**config.mk**
```make
export PLATFORM = sky130hd
export DESIGN_NAME = flb_ctrl
export DESIGN_NICKNAME = d
export VERILOG_FILES = /design/src/free_list_block_allocator_core_assert.svh /design/src/flb_pkg.sv /design/src/flb_ctrl.sv
export SDC_FILE = /design/constraint.sdc
export NUM_CORES = 1
export LEC_CHECK = 0
export BUFFER_PORTS_ARGS = -buffer_cell sky130_fd_sc_hd__buf_2
export CORE_ASPECT_RATIO = 1.5
export CORE_MARGIN = 2
export CORE_UTILIZATION = 40
export DETAILED_ROUTE_END_ITERATION = 12
export GPL_TIMING_DRIVEN = 0
export MAX_ROUTING_LAYER = met4
export SYNTH_ARGS = -nofsm -noshare
export SYNTH_HDL_FRONTEND = slang
export SYNTH_SLANG_ARGS = --single-unit
```
**constraint.sdc**
```tcl
create_clock -name clock -period 4 [get_ports clock]
set_input_delay 0.2 -clock clock [delete_from_list [all_inputs] [get_ports clock]]
set_output_delay 0.2 -clock clock [all_outputs]
set_load 0.02 [all_outputs]
```
**src/free_list_block_allocator_core_assert.svh**
```systemverilog
// ----------------------------------------------------------------------------
// Assertion macros for the free list block allocator
// ----------------------------------------------------------------------------
`ifndef FREE_LIST_BLOCK_ALLOCATOR_CORE_ASSERT_SVH
`define FREE_LIST_BLOCK_ALLOCATOR_CORE_ASSERT_SVH

// same-cycle implication, clocked on clock, off during reset
`define FLB_ASSERT_NOW(label, clk, rst, ante, cons, msg) \
   label: assert property (@(posedge clk) disable iff (rst) (ante) |-> (cons)) \
      else $error(msg);

// next-cycle implication
`define FLB_ASSERT_NEXT(label, clk, rst, ante, cons, msg) \
   label: assert property (@(posedge clk) disable iff (rst) (ante) |=> (cons)) \
      else $error(msg);

`endif

```
**src/flb_pkg.sv**
```systemverilog
// ----------------------------------------------------------------------------
// flb_pkg
// Shared types and constants of the free list block allocator.
// ----------------------------------------------------------------------------
package flb_pkg;

   localparam int MAX_BLOCKS_DEF = 1024;

   localparam int OP_W       = 2;
   localparam int IDX_W      = 10;
   localparam int STAT_W     = 2;
   localparam int CNT_W      = 10;
   localparam int VOL_W      = 11;
   localparam int CSR_DATA_W = 32;
   localparam int CSR_ADDR_W = 3;

   localparam logic [VOL_W-1:0] VOL_RESET = 11'd1024;

   // operation codes
   localparam logic [OP_W-1:0] OP_FORMAT = 2'd0;
   localparam logic [OP_W-1:0] OP_ALLOC  = 2'd1;
   localparam logic [OP_W-1:0] OP_FREE   = 2'd2;

   // status codes
   localparam logic [STAT_W-1:0] STAT_OK      = 2'd0;
   localparam logic [STAT_W-1:0] STAT_FULL    = 2'd1;
   localparam logic [STAT_W-1:0] STAT_RANGE   = 2'd2;
   localparam logic [STAT_W-1:0] STAT_ALREADY = 2'd3;

   // register index
   localparam logic REG_VOLUME_BLOCKS = 1'b0;

   typedef enum logic [1:0] {
      FSM_IDLE,
      FSM_EXEC,
      FSM_FMT
   } flb_state_type;

   typedef struct packed {
      logic [IDX_W-1:0]  allocated_block;
      logic [STAT_W-1:0] status;
      logic [CNT_W-1:0]  free_blocks;
   } flb_result_type;

endpackage

```
**src/flb_ctrl.sv**
```systemverilog
// ----------------------------------------------------------------------------
// flb_ctrl
// Sequencer: list head, free count, read-modify-write of the block table
// and the format sweep.
// ----------------------------------------------------------------------------
module flb_ctrl #(
   parameter int MAX_BLOCKS = flb_pkg::MAX_BLOCKS_DEF
) (
   input  logic                            clock,
   input  logic                            reset,
   input  logic                            req_valid,
   output logic                            req_stall,
   input  logic [flb_pkg::OP_W-1:0]        operation,
   input  logic [flb_pkg::IDX_W-1:0]       block_index,
   input  logic [flb_pkg::VOL_W-1:0]       volume_blocks,
   output logic                            mem_rd_en,
   output logic [$clog2(MAX_BLOCKS)-1:0]   mem_rd_addr,
   input  logic [$clog2(MAX_BLOCKS):0]     mem_rd_data,
   output logic                            mem_wr_en,
   output logic [$clog2(MAX_BLOCKS)-1:0]   mem_wr_addr,
   output logic [$clog2(MAX_BLOCKS):0]     mem_wr_data,
   output logic                            res_valid,
   output flb_pkg::flb_result_type         res,
   input  logic                            res_ready
);
   import flb_pkg::*;

   localparam int AW   = $clog2(MAX_BLOCKS);
   localparam int CW   = $clog2(MAX_BLOCKS + 1);
   localparam int CMPW = (CW > VOL_W) ? CW : VOL_W;

   flb_state_type state_ff, state_in;
   logic [AW-1:0]    head_ff, head_in;
   logic [CW-1:0]    count_ff, count_in;
   logic [CW-1:0]    step_ff, step_in;
   logic [OP_W-1:0]  op_ff;
   logic [IDX_W-1:0] idx_ff;

   logic            accept;
   logic [CMPW-1:0] vol_ext, size_c, idx_ext, req_idx_ext;
   logic [CW-1:0]   size_cw, step_inc;
   logic            sweep_on, in_range;
   logic            link_mark;
   logic [AW-1:0]   link_next;

   assign accept      = req_valid && (state_ff == FSM_IDLE);
   assign vol_ext     = CMPW'(volume_blocks);
   assign size_c      = (vol_ext == '0) ? CMPW'(1) :
                        (vol_ext > CMPW'(MAX_BLOCKS)) ? CMPW'(MAX_BLOCKS) : vol_ext;
   assign size_cw     = size_c[CW-1:0];
   assign idx_ext     = CMPW'(idx_ff);
   assign req_idx_ext = CMPW'(block_index);
   assign in_range    = idx_ext < size_c;
   assign step_inc    = step_ff + CW'(1);
   assign sweep_on    = step_ff < size_cw;
   assign link_mark   = mem_rd_data[0];
   assign link_next   = mem_rd_data[AW:1];

   // next state
   always_comb begin
      state_in = state_ff;
      case (state_ff)
         FSM_IDLE: begin
            if (req_valid) begin
               state_in = (operation == OP_FORMAT) ? FSM_FMT : FSM_EXEC;
            end
         end
         FSM_EXEC: begin
            if (res_ready) begin
               state_in = FSM_IDLE;
            end
         end
         FSM_FMT: begin
            if (!sweep_on && res_ready) begin
               state_in = FSM_IDLE;
            end
         end
         default: state_in = FSM_IDLE;
      endcase
   end

   // outputs and datapath
   always_comb begin
      req_stall   = (state_ff != FSM_IDLE);
      mem_rd_en   = accept;
      mem_rd_addr = (operation == OP_ALLOC) ? head_ff : req_idx_ext[AW-1:0];
      mem_wr_en   = 1'b0;
      mem_wr_addr = head_ff;
      mem_wr_data = {link_next, 1'b0};
      head_in     = head_ff;
      count_in    = count_ff;
      step_in     = accept ? CW'(1) : step_ff;
      res_valid   = 1'b0;
      res.allocated_block = '0;
      res.status          = STAT_OK;
      res.free_blocks     = CNT_W'(count_ff);
      case (state_ff)
         FSM_EXEC: begin
            if (op_ff == OP_ALLOC) begin
               if (count_ff == '0) begin
                  res.status = STAT_FULL;
               end else begin
                  res.allocated_block = IDX_W'(head_ff);
                  mem_wr_en   = res_ready;
                  mem_wr_addr = head_ff;
                  mem_wr_data = {link_next, 1'b0};
                  head_in     = res_ready ? link_next : head_ff;
                  count_in    = count_ff - CW'(1);
               end
            end else if (op_ff == OP_FREE) begin
               if (!in_range) begin
                  res.status = STAT_RANGE;
               end else if (link_mark) begin
                  res.status = STAT_ALREADY;
               end else begin
                  mem_wr_en   = res_ready;
                  mem_wr_addr = idx_ext[AW-1:0];
                  mem_wr_data = {head_ff, 1'b1};
                  head_in     = res_ready ? idx_ext[AW-1:0] : head_ff;
                  count_in    = count_ff + CW'(1);
               end
            end
            res.free_blocks = CNT_W'(count_in);
            res_valid       = 1'b1;
            if (!res_ready) begin
               count_in = count_ff;
            end
         end
         FSM_FMT: begin
            if (sweep_on) begin
               // ring link: last block points back to zero
               mem_wr_en   = 1'b1;
               mem_wr_addr = step_ff[AW-1:0];
               mem_wr_data = {((step_inc == size_cw) ? '0 : step_inc[AW-1:0]), 1'b1};
               step_in     = step_inc;
            end else begin
               res_valid       = 1'b1;
               res.free_blocks = CNT_W'(size_cw - CW'(1));
               if (res_ready) begin
                  head_in  = AW'(1);
                  count_in = size_cw - CW'(1);
               end
            end
         end
         default: ;
      endcase
   end

   always_ff @(posedge clock) begin
      if (reset) begin
         state_ff <= FSM_IDLE;
         head_ff  <= AW'(1);
         count_ff <= '0;
      end else begin
         state_ff <= state_in;
         head_ff  <= head_in;
         count_ff <= count_in;
      end
   end

   always_ff @(posedge clock) begin
      step_ff <= step_in;
      if (accept) begin
         op_ff  <= operation;
         idx_ff <= block_index;
      end
   end

endmodule

```
==> results.md, run 1 <==
- Outcome: complete, no violations
- Via count: 5,313
- Reg area: 0.00104 sq mm
- Critical Path AT: ~3700 ps
- Max incr delay on CP: 460 ps
- Register area share after synthesis: a little under a quarter
- WS Path Type: primary input to output pin
- Worst Hold End: idx_ff[2]
- Final Hold Vio Count: 0
- Initial antenna violation count: 0
- Synth cell types: between 70 and 80
- Routed Antenna Nets: 0
- Critical path launch point type: primary input
- Starting DRC count in detailed routing: around 350
- Commonest non-fill, non-tap cell in the layout: buf_2
- Worst-path fanout max: 10
- Maximum clock path buffer count: 2
- First-pass GRT wire length: 29.6 mm
- Syn Nets: 672
- GRT overflow: 0
- WP data required: 3800 ps
- Tightest Pin Transition: approximately 1000 ps
- Hold Crit Start: block_index[2]
- Worst setup margin: 123 ps
- Antenna fix cells: 0
- Peak VDD IR: 0.000168 V
- Fin Setup TNS: 0 ps
- DRT Pass-1 Iters: 8
- Leakage Power: 2.26 nW
- Clock share of power: 28.6%
- Clock transition at the registers of the reported paths: approximately 80 ps
- Max-capacitance violation count: 0
- HP Class: primary input to flop
- Placer Congestion: 1.02
- Dominant synthesized flop cell: dfxtp_1
- Initial Util: 41.1%
- Most frequent cells in the layout: 96 x buf_2, 62 x o21ai_0, 61 x nand2_1, 45 x inv_1, 42 x nor2_1
- Mean area per synthesized cell: 7.47 sq um
- Crit path cell chain: buf_2 > clkbuf_2 > clkinvlp_4 > nand2_1 > ha_1 > a2111oi_1 > a221oi_2 > or2_2 > clkbuf_1 > clkbuf_2 > a21oi_1 > buf_2
- CTS root buffer: clkbuf_16
- FF-to-FF path depth: 9
- Hold Path Depth: 1
- Clock skew: 10.9 ps
- Core Util, Final: 49.4%
- TritonCTS Sinks: between 40 and 50
- Largest net degree at the start of global routing: 18
- Internal Power: 0.951 mW
- TritonCTS Buffers: 5
- Area Growth Syn to Fin: 20.4%
- Die height: 134 um
- DRT Wirelength: 19.5 mm
- Fmax: 0.258 GHz
- Cell Rows: 47
- Final period util: about 97%
- Place WS: -707 ps
- Max Slew Vio Count: 0
- Vias/cell: 6.19
- All-layer global routing usage: 32.2%
- H-tree depth: 2
- Die area: roughly 0.012 sq mm
- Mapped Area: 0.00452 sq mm
- Mapped Cells: 605
- Avg WL per Cell: 22.7 um
- Tot Pwr: 1.64 mW
- I/O pin cnt: 95
- FF-to-FF Start: step_ff[0]
- Pwr dens: 301 mW/mm^2
- Fin nets: 778
- Power share of the sequential group: 32.5%
- Vias in the first global route: roughly 5,300
- Width of the die: 90.8 um
- Rel. slew slack: a little under a third
- Core area: 0.0110 sq mm
- CTS tree: yes
- IO buf count: 93
- Worst path slowest cell: a2111oi_1
- RSZ-0062 raised after global routing: false
- Dpl hpwl: 14.9 mm
- Filler cell count: 1,168
- R2r endpoint: count_ff[8]
- Combinational power share: 38.9%
- WHS: 84.6 ps
- Async SR Flop Fraction: 0%
- Share of cells above drive strength 1: 19.8%
- Area of the multi-input gates: 0.00318 sq mm
- Count of state elements after synthesis: 46
- Yosys warns: 0
- Min Tclk post-route: 3880 ps
- Setup Viol. Count Final: 0
- # DRC: 0
- Clk Latency, worst-skew pair: 300 ps
- CP Capture Type: output pin
- Post-synth EDFFs: 12
- Sw frac: 41.9%
- Reg2reg setup slack: 560 ps
- NetSw: between 0.6 and 0.7 mW
## power groups by stage
stage | Clock, mW | Sequential (mW) | Combinational (mW)
final | 0.467 | 0.532 | 0.636
after global routing | 0.490 | 0.535 | 0.684
after CTS | 0.474 | 0.532 | 0.606
after detailed placement | 0 | 0.543 | 0.601
after global placement | 0 | 0.543 | 0.597
after floorplan | 0 | 0.531 | 0.393
## registers in the layout (all words and copies together) (netlist names)
signal,count
count_ff,11
step_ff,11
head_ff,10
idx_ff,10
op_ff,2
state_ff,2
## worst max path at each step
stage / from / endpoint / cells past startpoint
4_1_cts: volume_blocks[10] / mem_wr_addr[1] / 14
2_1_floorplan: volume_blocks[10] / mem_wr_data[1] / 12
5_1_grt: volume_blocks[10] / res[4] / 12
6_report: volume_blocks[10] / mem_wr_en / 12
3_3_place_gp: volume_blocks[10] / mem_wr_en / 14
3_5_place_dp: volume_blocks[10] / mem_wr_en / 14
## final cells by class
class | count | area share [%]
inverters | 47 | 3.31
well taps | 147 | 3.38
multi-input cells | 473 | 58.4
clock buffers | 5 | 2.30
clock inverters | 3 | 0.483
plain buffers | 38 | 3.20
flip-flops and latches | 46 | 19.1
repair buffers | 100 | 9.76
## synth_stat cells, types with 4 or more instances
cell	number	area share, %
mux2i_1	14	3.1
nor2b_1	4	0.55
o221ai_2	4	1.3
nor2_1	42	3.5
nand2b_1	8	1.1
xor2_1	6	1.2
or4_1	4	0.66
a21o_1	4	0.66
nand4_1	9	1.2
o22ai_1	5	0.69
and3_1	19	2.6
ha_1	29	8.0
o211ai_1	4	0.66
or3_1	5	0.69
a22oi_1	11	1.8
a21oi_1	24	2.7
nand2_1	61	5.1
edfxtp_1	12	8.0
nor3_1	17	1.9
clkbuf_1	32	2.7
nor4_1	7	0.97
o31ai_1	4	0.66
o21ai_0	62	6.9
dfxtp_1	34	15
a31oi_1	10	1.4
inv_1	46	3.8
xnor2_1	9	1.7
and2_1	4	0.55
buf_2	4	0.44
a221oi_1	5	0.97
o221ai_1	8	1.6
nand3_1	19	2.1
o2bb2ai_1	12	2.3
## worst max-delay path: cells and delay by family
| family | cells | cell delay, ps |
|---|---|---|
| and+or+nand+nor | 2 | 600 |
| AOI/OAI and AO/OA | 3 | 950 |
| buffers and inverters | 6 | 1620 |
| adders and majority gates | 1 | 290 |
## what timing repair did
item	4_1_cts	5_1_grt
setup endpoints to repair	53	28
hold buffers	0	0
resized for setup	9	6
pin swaps	1	2
setup buffers	0	7
## cell families (layout without fill, tap and decap cells)
group	count (synthesis)	after routing	synth area share [%]
flops	46	46	23.0
xor+xnor	15	15	2.91
simple gates	216	216	24.2
buf+inv	86	193	7.67
fa+ha+maj	29	29	8.03
mux	16	16	3.60
compound gates	197	197	30.5
## layer usage
metal / share of wire (%) / track usage, %
met5: 0 / -
met4: 6.3 / 19.7
met3: 4.8 / 3.76
met2: 52 / 58.9
met1: 37 / 32.7
## per-stage QoR
stage	std cells	area (sq um)
after CTS	852	5350
after global routing	859	5440
after floorplan	605	4520
after global placement	845	5170
after detailed placement	845	5170
final	859	5440
(Power assumes the default switching activity.)
==> inputs of run 2 (changes only) <==
Settings changed: CORE_UTILIZATION 40 to 56, PLACE_DENSITY set to 0.81.
==> run 2 against run 1 <==
Against the previous run:
- flip-flop and latch count stayed put
- register-to-register slack better by 140 ps
- wire length is 8.7% lower
==> results.md, run 2 (same netlist as run 1, synthesis figures left out) <==
- DRT Pass-1 Iters: 7
- Worst path buffer plus inverter count: 4
- Vias/cell: 6.82
- Avg WL per Cell: 21.9 um
- RSZ-0062 raised after global routing: false
- Fmax: 0.259 GHz
- Critical Path AT: 3660 ps
- # DRC: 0
- IO buf count: 93
- Outcome: complete, no violations
- Placer Congestion: about 1.1
- Internal Power: between 0.9 and 1 mW
- Core Util, Final: between 60% and 70%
- Worst path slowest cell: nor3_1
- Max incr delay on CP: 600 ps
- Clk Latency, worst-skew pair: 300 ps
- H-tree depth: 2
- Dpl hpwl: about 14 mm
- Width of the die: 77.3 um
- Starting DRC count in detailed routing: 494
- Min Tclk post-route: between 3000 and 4000 ps
- Critical Path Stages: 12
- WHS: between 80 and 90 ps
- WS Path Type: primary input to output pin
- R2r endpoint: count_ff[5]
- Reg area: 0.00104 sq mm
- CP top delay family: simple AND/OR/NAND/NOR gates
- Combinational power share: a little under 40%
- CP Capture Type: output pin
- Antenna fix cells: 0
- Initial antenna violation count: 0
- Die area: 0.00882 sq mm
- First-pass GRT wire length: 27.0 mm
- HP Class: primary input to flop
- Commonest non-fill, non-tap cell in the layout: buf_2
- Critical path launch point type: primary input
- Pwr dens: 297 mW/mm^2
- TritonCTS Buffers: 5
- Leakage Power: 2.25 nW
- Peak VDD IR: 0.000299 V
- Crit path cell chain: buf_2 > clkbuf_2 > clkinvlp_4 > nand2_1 > ha_1 > a211oi_1 > nor3_1 > or3_1 > nor3_1 > a41oi_1 > a311o_1 > buf_2
- NetSw: approximately 0.65 mW
- Via count: 5,535
- Non-filler cells, final: 812
- Final period util: 96.5%
- Setup Viol. Count Final: 0
- Largest net degree at the start of global routing: 17
- Filler cell count: about 730
- Die height: 114 um
- Area of the multi-input gates: 0.00319 sq mm
- TritonCTS Sinks: 46
- Hold Path Depth: 1
- FF-to-FF path depth: 10
- DRT Wirelength: about 18 mm
- Regs by FF count: count_ff (11), step_ff (11)
- Initial Util: 57.1%
- Worst-path fanout max: 11
- FF-to-FF Start: count_ff[0]
- Max-capacitance violation count: 0
- Setup crit start: volume_blocks[10]
- WP data required: 3800 ps
- Sw frac: 41.0%
- Placed cells: around 800
- Most frequent cells in the layout: 96 x buf_2, 62 x o21ai_0, 61 x nand2_1, 45 x inv_1, 42 x nor2_1
- I/O pin cnt: between 90 and 100
- Clock share of power: 27.9%
- Cell Rows: 40
- CTS tree: yes
- Routed Antenna Nets: 0
- CTS root buffer: clkbuf_16
- Final Hold Vio Count: 0
- Area Growth Syn to Fin: 18.6%
- Max Slew Vio Count: 0
- Vias in the first global route: 5,228
- Rel. slew slack: 41.9%
- Power share of the sequential group: 33.6%
- Tightest Pin Transition: 864 ps
- Reg2reg setup slack: 700 ps
- Crit path capture: res[4]
- Fin nets: 773
- Clock skew: about 5.3 ps
- All-layer global routing usage: 40.6%
- Share of cells above drive strength 1: 19.7%
- Clock transition at the registers of the reported paths: 70 ps
- Core area: 0.00791 sq mm
- GRT overflow: 0
- Maximum clock path buffer count: 2
==> run 2: final cells by class <==
| class | count | area share [%] |
|---|---|---|
| tap | 105 | 2.45 |
| clock inverter | 3 | 0.420 |
| multi-input combinational | 473 | 59.5 |
| buffer | 38 | 3.27 |
| sequential | 46 | 19.4 |
| clock buffer | 5 | 2.33 |
| timing repair buffer | 95 | 9.20 |
| inverter | 47 | 3.36 |
==> run 2: worst reg2reg max path, stage by stage (launching register included) <==
cell and delay (ps):
dfxtp_1 370, inv_1 130, ha_1 270, or4b_1 450, clkbuf_1 220, o41ai_4 630, nor2_1 240, a31oi_1 470
a21o_1 220, nand2_1 70, a21oi_1 160
==> run 2: power by group through the flow <==
stage               clock network (mW)  registers [mW]  logic (mW)
global route                     0.457           0.537       0.658
detailed placement                   0           0.543       0.583
CTS                              0.443           0.533       0.587
global placement                     0           0.542       0.571
floorplan                            0           0.531       0.393
finish                           0.445           0.535       0.614
==> run 2: worst min-delay path by stage <==
| stage | start | to | slack [ps] |
|---|---|---|---|
| 5_1_grt | block_index[5] | idx_ff[5] | 80 |
| 2_1_floorplan | block_index[0] | idx_ff[0] | 300 |
| 3_5_place_dp | block_index[5] | idx_ff[5] | 390 |
| 4_1_cts | block_index[2] | idx_ff[2] | 90 |
| 6_report | block_index[2] | idx_ff[2] | 90 |
| 3_3_place_gp | block_index[4] | idx_ff[4] | 390 |
==> run 2: through the flow <==
step	instance area, sq um	setup WS, ps	power (mW)	setup TNS, ps
global placement	5110	-418	1.11	-12360
finish	5360	141	1.59	0
CTS	5280	4.74	1.56	0
global route	5360	65.4	1.65	0
detailed placement	5110	-536	1.13	-14400
floorplan	4520	771	0.924	0
==> run 2: repair_timing <==
item,4_1_cts,5_1_grt
endpoints found under the hold margin,0,0
hold buffers,0,0
pin swaps,1,2
gates resized for setup,5,14
setup buffers,1,1
gates cloned,0,0
setup endpoints to repair,28,28
==> run 2: metal layers <==
layer	routed length (um)	vias up	global-route usage (%)
met5	0	-	-
met2	8820	378	71.2
met3	1200	123	5.38
li1	-	2463	-
met1	6230	2571	40.4
met4	1530	0	31.3
